==> config.mk <==
export PLATFORM = sky130hd
export DESIGN_NAME = lru_keyed_handle_cache_top
export DESIGN_NICKNAME = d
export VERILOG_FILES = /design/src/lkhc_pkg.sv /design/src/lru_keyed_handle_cache_top.sv /design/src/lkhc_cell.sv /design/src/lkhc_slot_alloc.sv
export SDC_FILE = /design/constraint.sdc
export NUM_CORES = 2
export LEC_CHECK = 0
export ABC_CLOCK_PERIOD_IN_PS = 14850
export BUFFER_PORTS_ARGS = -buffer_cell sky130_fd_sc_hd__buf_2
export CORE_UTILIZATION = 45
export CTS_BUF_LIST = sky130_fd_sc_hd__clkbuf_8
export DETAILED_ROUTE_END_ITERATION = 6
export PLACE_DENSITY_LB_ADDON = 0.1
export SETUP_SLACK_MARGIN = 0.02
export SLEW_MARGIN = 20
export SYNTH_ARGS = -nofsm -noshare
export SYNTH_HDL_FRONTEND = slang
export SYNTH_SLANG_ARGS = --single-unit
==> constraint.sdc <==
create_clock -name clk -period 14.85 [get_ports clk]
set_clock_uncertainty 0.1 [all_clocks]
set_input_delay 0.7425 -clock clk [delete_from_list [all_inputs] [get_ports clk]]
set_output_delay 0.7425 -clock clk [all_outputs]
set_load 0.02 [all_outputs]
==> src/lkhc_pkg.sv <==
// Shared types and constants for the keyed handle cache
package lkhc_pkg;

  localparam int DEPTH_DEF    = 16;
  localparam int KEY_BITS_DEF = 32;
  localparam int FIELD_W      = 32;
  localparam int TEXT_W       = 32;
  localparam int RSP_SLOT_W   = 4;
  localparam int CAP_W        = 5;
  localparam int ADDR_W       = 3;
  localparam int DATA_W       = 32;
  localparam logic [CAP_W-1:0] CAP_RESET = 5'd16;

  typedef enum logic [2:0] {
    ST_HIT   = 3'd0,
    ST_MISS  = 3'd1,
    ST_STALE = 3'd2,
    ST_EMPTY = 3'd3,
    ST_CLEAR = 3'd4
  } status_t;

  typedef enum logic {
    OP_LOOKUP = 1'b0,
    OP_CLEAR  = 1'b1
  } op_t;

  typedef enum logic {
    REG_CAPACITY = 1'b0,
    REG_NONE     = 1'b1
  } reg_idx_t;

  typedef struct packed {
    op_t               op;
    logic [FIELD_W-1:0] key;
    logic [TEXT_W-1:0]  text_tag;
  } req_t;

  typedef struct packed {
    status_t              status;
    logic [RSP_SLOT_W-1:0] slot;
    logic                 evicted_valid;
    logic [FIELD_W-1:0]   evicted_key;
  } rsp_t;

  typedef struct packed {
    logic shift;
    logic vld_we;
    logic vld_d;
  } cell_ctrl_t;

endpackage

==> src/lru_keyed_handle_cache_top.sv <==
// Keyed handle cache top: LRU stack of statement handles in a row of cells
//
// Command channel: a transaction (req) is taken at a rising edge with start high
// and busy low. req.op selects get-or-insert or clear of the whole cache.
// Each transaction gives exactly one result on rsp, marked by done for one
// cycle; the receiver cannot stall it.
// Timing: busy rises after the accepting edge and falls when done shows, so a
// new transaction can be taken in the cycle in which done is high. A transaction
// runs through the lookup / plan / commit sequence over the cell row: all cells
// compare in parallel, then eviction and the lowest free slot are worked out,
// then every cell loads from its left neighbor or holds in one step.
// Configuration: APB write of capacity at byte address 0, while idle.
// Reset: all cells invalid, count zero, capacity 16, no result pending.
module lru_keyed_handle_cache_top #(
  parameter int DEPTH    = lkhc_pkg::DEPTH_DEF,
  parameter int KEY_BITS = lkhc_pkg::KEY_BITS_DEF
) (
  input  logic                          clk,
  input  logic                          rst,
  input  logic                          start,
  output logic                          busy,
  input  lkhc_pkg::req_t                req,
  output logic                          done,
  output lkhc_pkg::rsp_t                rsp,
  input  logic                          psel,
  input  logic                          penable,
  input  logic                          pwrite,
  input  logic [lkhc_pkg::ADDR_W-1:0]   paddr,
  input  logic [lkhc_pkg::DATA_W-1:0]   pwdata,
  output logic [lkhc_pkg::DATA_W-1:0]   prdata,
  output logic                          pready
);
  import lkhc_pkg::*;

  localparam int KEY_W  = (KEY_BITS < FIELD_W) ? KEY_BITS : FIELD_W;
  localparam int SLOT_W = $clog2(DEPTH);
  localparam int IDX_W  = SLOT_W;
  localparam int CNT_W  = $clog2(DEPTH + 1);
  localparam int CMP_W  = (CNT_W > CAP_W) ? CNT_W : CAP_W;

  typedef enum logic [1:0] {IDLE, LOOK, PLAN, COMMIT} state_t;

  state_t state;

  // config
  logic [CAP_W-1:0] capacity;
  logic             cfg_wr;
  logic [CMP_W-1:0] cap_wide;
  logic [CNT_W-1:0] cap_eff;

  assign pready = 1'b1;
  assign cfg_wr = psel && penable && pwrite && pready;

  always_ff @(posedge clk) begin
    if (rst) begin
      capacity <= CAP_RESET;
    end else if (cfg_wr && (reg_idx_t'(paddr[2]) == REG_CAPACITY)) begin
      capacity <= pwdata[CAP_W-1:0];
    end
  end

  assign prdata = (reg_idx_t'(paddr[2]) == REG_CAPACITY) ? DATA_W'(capacity) : '0;

  assign cap_wide = CMP_W'(capacity);

  always_comb begin
    if (cap_wide == '0) begin
      cap_eff = CNT_W'(1);
    end else if (cap_wide > CMP_W'(DEPTH)) begin
      cap_eff = CNT_W'(DEPTH);
    end else begin
      cap_eff = cap_wide[CNT_W-1:0];
    end
  end

  // request
  op_t               req_op;
  logic [KEY_W-1:0]  req_key;
  logic [TEXT_W-1:0] req_text;
  logic              accept;

  assign busy   = (state != IDLE);
  assign accept = start && !busy;

  always_ff @(posedge clk) begin
    if (accept) begin
      req_op   <= req.op;
      req_key  <= req.key[KEY_W-1:0];
      req_text <= req.text_tag;
    end
  end

  // cell row
  logic [DEPTH-1:0]  c_valid;
  logic [DEPTH-1:0]  c_match;
  logic [DEPTH-1:0]  c_teq;
  logic [KEY_W-1:0]  c_key  [DEPTH];
  logic [TEXT_W-1:0] c_text [DEPTH];
  logic [SLOT_W-1:0] c_slot [DEPTH];
  cell_ctrl_t        c_ctrl [DEPTH];
  logic [SLOT_W-1:0] head_slot;

  for (genvar g = 0; g < DEPTH; g++) begin : g_cell
    if (g == 0) begin : g_head
      lkhc_cell #(.KEY_W(KEY_W), .SLOT_W(SLOT_W)) u_cell (
        .clk(clk), .rst(rst), .ctrl(c_ctrl[g]),
        .left_key(req_key), .left_text(req_text), .left_slot(head_slot),
        .cmp_key(req_key), .cmp_text(req_text),
        .valid(c_valid[g]), .key(c_key[g]), .text(c_text[g]), .slot(c_slot[g]),
        .match(c_match[g]), .text_eq(c_teq[g])
      );
    end else begin : g_body
      lkhc_cell #(.KEY_W(KEY_W), .SLOT_W(SLOT_W)) u_cell (
        .clk(clk), .rst(rst), .ctrl(c_ctrl[g]),
        .left_key(c_key[g-1]), .left_text(c_text[g-1]), .left_slot(c_slot[g-1]),
        .cmp_key(req_key), .cmp_text(req_text),
        .valid(c_valid[g]), .key(c_key[g]), .text(c_text[g]), .slot(c_slot[g]),
        .match(c_match[g]), .text_eq(c_teq[g])
      );
    end
  end

  // lookup
  logic              look_found;
  logic              look_teq;
  logic [IDX_W-1:0]  look_idx;
  logic [SLOT_W-1:0] look_slot;
  logic              found;
  logic              hit_teq;
  logic [IDX_W-1:0]  hit_idx;
  logic [SLOT_W-1:0] hit_slot;

  always_comb begin
    look_found = |c_match;
    look_teq   = |(c_match & c_teq);
    look_idx   = '0;
    look_slot  = '0;
    for (int i = 0; i < DEPTH; i++) begin
      if (c_match[i]) begin
        look_idx  = look_idx | IDX_W'(i);
        look_slot = look_slot | c_slot[i];
      end
    end
  end

  // plan
  logic              is_hit;
  logic              is_stale;
  logic [CNT_W-1:0]  count;
  logic [CNT_W-1:0]  cnt_d;
  logic [CNT_W-1:0]  ev_pos;
  logic [IDX_W-1:0]  ev_idx;
  logic              plan_evict;
  logic [DEPTH-1:0]  keep;
  logic [KEY_W-1:0]  plan_ev_key;
  logic [SLOT_W-1:0] alloc_slot;
  logic              evict;
  logic [KEY_W-1:0]  ev_key;
  logic [SLOT_W-1:0] new_slot;
  logic [CNT_W-1:0]  cnt_new;
  logic [CNT_W-1:0]  plan_cnt_new;

  assign is_hit   = found && hit_teq;
  assign is_stale = found && !hit_teq;
  assign cnt_d    = count - CNT_W'(is_stale);
  assign plan_evict = !is_hit && (cnt_d != '0) && (cnt_d >= cap_eff);
  assign ev_pos   = (is_stale && (CNT_W'(hit_idx) < cnt_d)) ? cnt_d : (cnt_d - CNT_W'(1));
  assign ev_idx   = ev_pos[IDX_W-1:0];
  assign plan_cnt_new = is_hit ? count : (cnt_d - CNT_W'(plan_evict) + CNT_W'(1));

  always_comb begin
    plan_ev_key = '0;
    for (int i = 0; i < DEPTH; i++) begin
      keep[i] = c_valid[i] && !(is_stale && (hit_idx == IDX_W'(i)))
                && !(plan_evict && (ev_idx == IDX_W'(i)));
      if (plan_evict && (ev_idx == IDX_W'(i))) begin
        plan_ev_key = plan_ev_key | c_key[i];
      end
    end
  end

  lkhc_slot_alloc #(.DEPTH(DEPTH), .SLOT_W(SLOT_W)) u_slot_alloc (
    .keep(keep),
    .slots(c_slot),
    .free_slot(alloc_slot)
  );

  // commit
  logic             normal;
  logic             is_clear;
  logic [IDX_W-1:0] shift_bound;
  status_t          status_sel;

  assign is_clear    = (req_op == OP_CLEAR);
  assign normal      = !is_clear && (req_key != '0);
  assign shift_bound = found ? hit_idx : IDX_W'(DEPTH - 1);
  assign head_slot   = is_hit ? hit_slot : new_slot;

  always_comb begin
    for (int i = 0; i < DEPTH; i++) begin
      c_ctrl[i].shift  = (state == COMMIT) && normal && (IDX_W'(i) <= shift_bound);
      c_ctrl[i].vld_we = (state == COMMIT) && (is_clear || normal);
      c_ctrl[i].vld_d  = !is_clear && (CNT_W'(i) < cnt_new);
    end
  end

  always_comb begin
    if (is_clear) begin
      status_sel = ST_CLEAR;
    end else if (!normal) begin
      status_sel = ST_EMPTY;
    end else if (is_hit) begin
      status_sel = ST_HIT;
    end else if (is_stale) begin
      status_sel = ST_STALE;
    end else begin
      status_sel = ST_MISS;
    end
  end

  always_ff @(posedge clk) begin
    if (rst) begin
      state <= IDLE;
      done  <= 1'b0;
      count <= '0;
    end else begin
      done <= 1'b0;
      case (state)
        IDLE: begin
          if (accept) begin
            state <= LOOK;
          end
        end
        LOOK: begin
          found    <= look_found;
          hit_teq  <= look_teq;
          hit_idx  <= look_idx;
          hit_slot <= look_slot;
          state    <= PLAN;
        end
        PLAN: begin
          evict    <= plan_evict;
          ev_key   <= plan_ev_key;
          new_slot <= alloc_slot;
          cnt_new  <= plan_cnt_new;
          state    <= COMMIT;
        end
        COMMIT: begin
          done       <= 1'b1;
          rsp.status <= status_sel;
          if (normal) begin
            count             <= cnt_new;
            rsp.slot          <= RSP_SLOT_W'(head_slot);
            rsp.evicted_valid <= evict;
            rsp.evicted_key   <= evict ? FIELD_W'(ev_key) : '0;
          end else begin
            if (is_clear) begin
              count <= '0;
            end
            rsp.slot          <= '0;
            rsp.evicted_valid <= 1'b0;
            rsp.evicted_key   <= '0;
          end
          state <= IDLE;
        end
        default: begin
          state <= IDLE;
        end
      endcase
    end
  end

endmodule

==> src/lkhc_cell.sv <==
// One LRU stack cell: holds an entry, compares it, loads from its left neighbor
module lkhc_cell #(
  parameter int KEY_W  = 32,
  parameter int SLOT_W = 4
) (
  input  logic                      clk,
  input  logic                      rst,
  input  lkhc_pkg::cell_ctrl_t      ctrl,
  input  logic [KEY_W-1:0]          left_key,
  input  logic [lkhc_pkg::TEXT_W-1:0] left_text,
  input  logic [SLOT_W-1:0]         left_slot,
  input  logic [KEY_W-1:0]          cmp_key,
  input  logic [lkhc_pkg::TEXT_W-1:0] cmp_text,
  output logic                      valid,
  output logic [KEY_W-1:0]          key,
  output logic [lkhc_pkg::TEXT_W-1:0] text,
  output logic [SLOT_W-1:0]         slot,
  output logic                      match,
  output logic                      text_eq
);
  import lkhc_pkg::*;

  always_ff @(posedge clk) begin
    if (rst) begin
      valid <= 1'b0;
    end else if (ctrl.vld_we) begin
      valid <= ctrl.vld_d;
    end
  end

  always_ff @(posedge clk) begin
    if (ctrl.shift) begin
      key  <= left_key;
      text <= left_text;
      slot <= left_slot;
    end
  end

  assign match   = valid && (key == cmp_key);
  assign text_eq = (text == cmp_text);

endmodule

==> src/lkhc_slot_alloc.sv <==
// Lowest free handle slot among the entries that survive the update
module lkhc_slot_alloc #(
  parameter int DEPTH  = 16,
  parameter int SLOT_W = 4
) (
  input  logic [DEPTH-1:0]  keep,
  input  logic [SLOT_W-1:0] slots [DEPTH],
  output logic [SLOT_W-1:0] free_slot
);
  import lkhc_pkg::*;

  logic [DEPTH-1:0] used;
  logic [DEPTH-1:0] free;
  logic [DEPTH-1:0] lowest;

  always_comb begin
    used = '0;
    for (int s = 0; s < DEPTH; s++) begin
      for (int i = 0; i < DEPTH; i++) begin
        if (keep[i] && (slots[i] == SLOT_W'(s))) begin
          used[s] = 1'b1;
        end
      end
    end
  end

  assign free   = ~used;
  assign lowest = free & (~free + DEPTH'(1));

  always_comb begin
    free_slot = '0;
    for (int s = 0; s < DEPTH; s++) begin
      if (lowest[s]) begin
        free_slot = free_slot | SLOT_W'(s);
      end
    end
  end

endmodule

==> results.md <==
* FF-to-FF Start: found
* Register area at about 38,000 µm²
* Crit Path Max Fanout at 23
* Clock Tree Root: clkbuf_8
* Maxcap violations at 0
* Vias in the first global route at 37,900
* Placer Congestion at 1.03
* Vias per cell at between 6 and 7
* Finish-stage setup viols at 0
* HPWL Detailed at about 160 mm
* Cell internal pwr at 6.22 mW
* Leakage at roughly 21 nW
* Min cycle time layout at 7520 ps
* Final wirelength at 222 mm
* Die ar. at about 130,000 µm²
* Synth cell count leaders: edfxtp_1, xnor2_1, nand4_1
* Power Density at 140 nW/µm²
* First-pass GRT wire length at between 300 and 400 mm
* Failing checks: design-rule violations
* Sw power at slightly above 3 mW
* Largest cells by area after synthesis: edfxtp_1, xnor2_1, nand4_1, a222oi_1, a22oi_1
* Netlist cell types at between 90 and 100
* Std cell rows at roughly 130
* H-tree levels at 4
* CP Capture Type: register
* Top-count cell post-synth: edfxtp_1
* Highest clock rate at between 100 and 150 MHz
* Area Growth Syn to Fin at 13.3%
* Syn avg cell area at 14.0 µm²
* CP delay by family, top: compound AO/OA/AOI/OAI gates
* Clock network fraction of design power at 0.316
* IO buf count at 123
* Worst EP required at 15,500 ps
* Finished Layout Cells at between 6,000 and 7,000
* Critical path data arrival time at approximately 8200 ps
* Filler Cells Inserted at approximately 11,000
* Total number of vias at 39,400
* TNS Setup at 0 ps
* #FFs+latches synth at around 1,300
* DRC at 11
* Kind of critical path: register to register
* Final Cycle Share at 0.506
* Post-synth EDFFs at ~1,200
* Area leader, netlist: edfxtp_1
* Post-layout instance area at 66,100 µm²
* Worst Path Buf+Inv at 5
* Nets@finish at 4,605
* Endpoints failing hold at 0
* Total track usage at 0.336
* Yosys warnings at 0
* Post-CTS Resized at 0
* CTS Buf Count at roughly 210
* Vert. Die Dim at approximately 360 µm
* Switch share at 0.327
* Clock Latency Late Sink at between 900 and 1000 ps
* Post-CTS Setup Bufs at 0
* Max-slew violations at 0
* Register area share after synthesis at 0.651
* R2r setup slk at about 7300 ps
* Hold_sp: rst
* Worst min path class: primary input to register
* CP startpoint: found
* DR WL/cell at around 35 µm
* Register share of total power at 0.475
* Largest net degree at the start of global routing at 67
* Antenna Violating Nets Remaining at 0
* Worst VDD drop at around 0.13 mV
* Post-Syn Area at just under 60,000 µm²
* Share of layout cells above drive strength 1 at 0.134
* CTS tree: yes
* Synth Flop Type: edfxtp_1
* Cell Area, Placed at about 60,000 µm²
* Grt total ovfl at 0
* Slowest-stage cell, CP: a2111oi_0
* Slowest stage delay, CP at ~930 ps
* Clk sinks at 1,274
* CP cell instances: nand2b_1 > clkinv_1 > ha_1 > xnor2_1 > inv_1 > ha_1 > a21oi_1 > maj3_1 > a21oi_1 > o221ai_2 > buf_4 > a21oi_4 > buf_4 > buf_4 > nor4b_1 > a2111oi_0 > nand4_1 > and2_1 > nor3b_1 > nand2b_1 > a31oi_1
* Setup crit start kind: register
* Comb pwr share at 0.208
* Dpl cells at 5,926
* Worst-path clk slew at about 70 ps
* Area of the multi-input gates at around 20,000 µm²
* Io pins at between 150 and 200
* RSZ-0062 raised after global routing: false
* Async set-reset flop share out of synthesis at 0
* Die W at 362 µm
* Core area at 128,000 µm²
* DR iter-0 viols at around 6,100
* First drt pass iteration count at 7
* Starting Density at 0.455
* Worst-Margin Slew at 1200 ps
* Yosys top cell area share at 0.641
* Status: finished with violations
* Antenna violations before repair at 29
* Slew headroom at 0.191
* CTS max path bufs at 3
* Mapped Cells at roughly 4,200
* Cell mode on critical path: buf_4
-- repair_timing --
| item | in CTS | in global routing |
|---|---|---|
| endpoints found under the hold margin | 71 | 0 |
| hold buffers | 71 | 0 |
| setup endpoints to repair | 0 | 0 |
-- state kept, by name (all words and copies together), names as in the netlist, 40 cells and up --
signal,flops
g_cell.g_body.u_cell.key,480
g_cell.g_body.u_cell.text,480
g_cell.g_body.u_cell.slot,60
rsp,40
-- area by class of cell --
| class | count | share of cell area |
|---|---|---|
| Timing Repair Buffer | 329 | 0.0357 |
| Multi-Input combinational cell | 2626 | 0.297 |
| Antenna cell | 5 | 0.000189 |
| Sequential cell | 1274 | 0.574 |
| Clock inverter | 170 | 0.0139 |
| Clock buffer | 213 | 0.0443 |
| Inverter | 40 | 0.00235 |
| Tap cell | 1729 | 0.0327 |
-- layer usage --
layer | part of all wire | GRT usage
met5 | 0.0011 | 0
met4 | 0.051 | 0.155
met2 | 0.43 | 0.495
met1 | 0.40 | 0.455
met3 | 0.12 | 0.0992
-- worst paths after layout --
kind / to / depth (start not counted)
worst max register to register: new_slot[2] / 21
worst min register to register: g_cell[3].g_body.u_cell.text[19] / 0
worst max-delay path: new_slot[2] / 21
worst min-delay path: done / 2
-- per-stage QoR --
stage          power, mW  utilization  hold slack, ps  setup slack (ps)
3_3_place_gp        6.33        0.480             352              7380
5_1_grt             9.50        0.516             236              6880
4_1_cts             9.24        0.515             163              7430
3_5_place_dp        6.32        0.480             356              7450
6_report            9.24        0.516             242              7330
2_1_floorplan       5.53            -             324              7310
-- cells by family after synthesis --
kind of cell	Yosys count	synth area share
buf+inv	294	0.0217
other cells	2	0.000129
flops	1274	0.651
xor+xnor	1031	0.155
compound gates	498	0.0688
mux	13	0.00285
fa+ha+maj	19	0.00401
simple gates	1037	0.0970
-- layout by cell type (no fill, tap or decap), types with 35 or more instances in the layout --
| cell type | n |
|---|---|
| xor2_1 | 65 |
| clkbuf_8 | 213 |
| nor3_1 | 56 |
| dlygate4sd3_1 | 71 |
| buf_2 | 123 |
| nand3_1 | 119 |
| clkinv_1 | 58 |
| buf_4 | 134 |
| inv_1 | 107 |
| nand4_1 | 264 |
| and3_1 | 35 |
| a222oi_1 | 96 |
| nor4_1 | 120 |
| edfxtp_1 | 1245 |
| a22oi_1 | 115 |
| o21ai_0 | 41 |
| xnor2_1 | 964 |
| nand2_1 | 149 |
| nor2_1 | 133 |
-- power by group through the flow --
stage	clock [mW]	combinational (mW)	sequential [mW]
2_1_floorplan	0	1.12	4.41
3_3_place_gp	0	1.87	4.46
3_5_place_dp	0	1.86	4.46
4_1_cts	2.97	1.88	4.39
5_1_grt	3.11	1.98	4.41
6_report	2.93	1.93	4.39
Note: power is estimated with default switching activity, not from simulation.
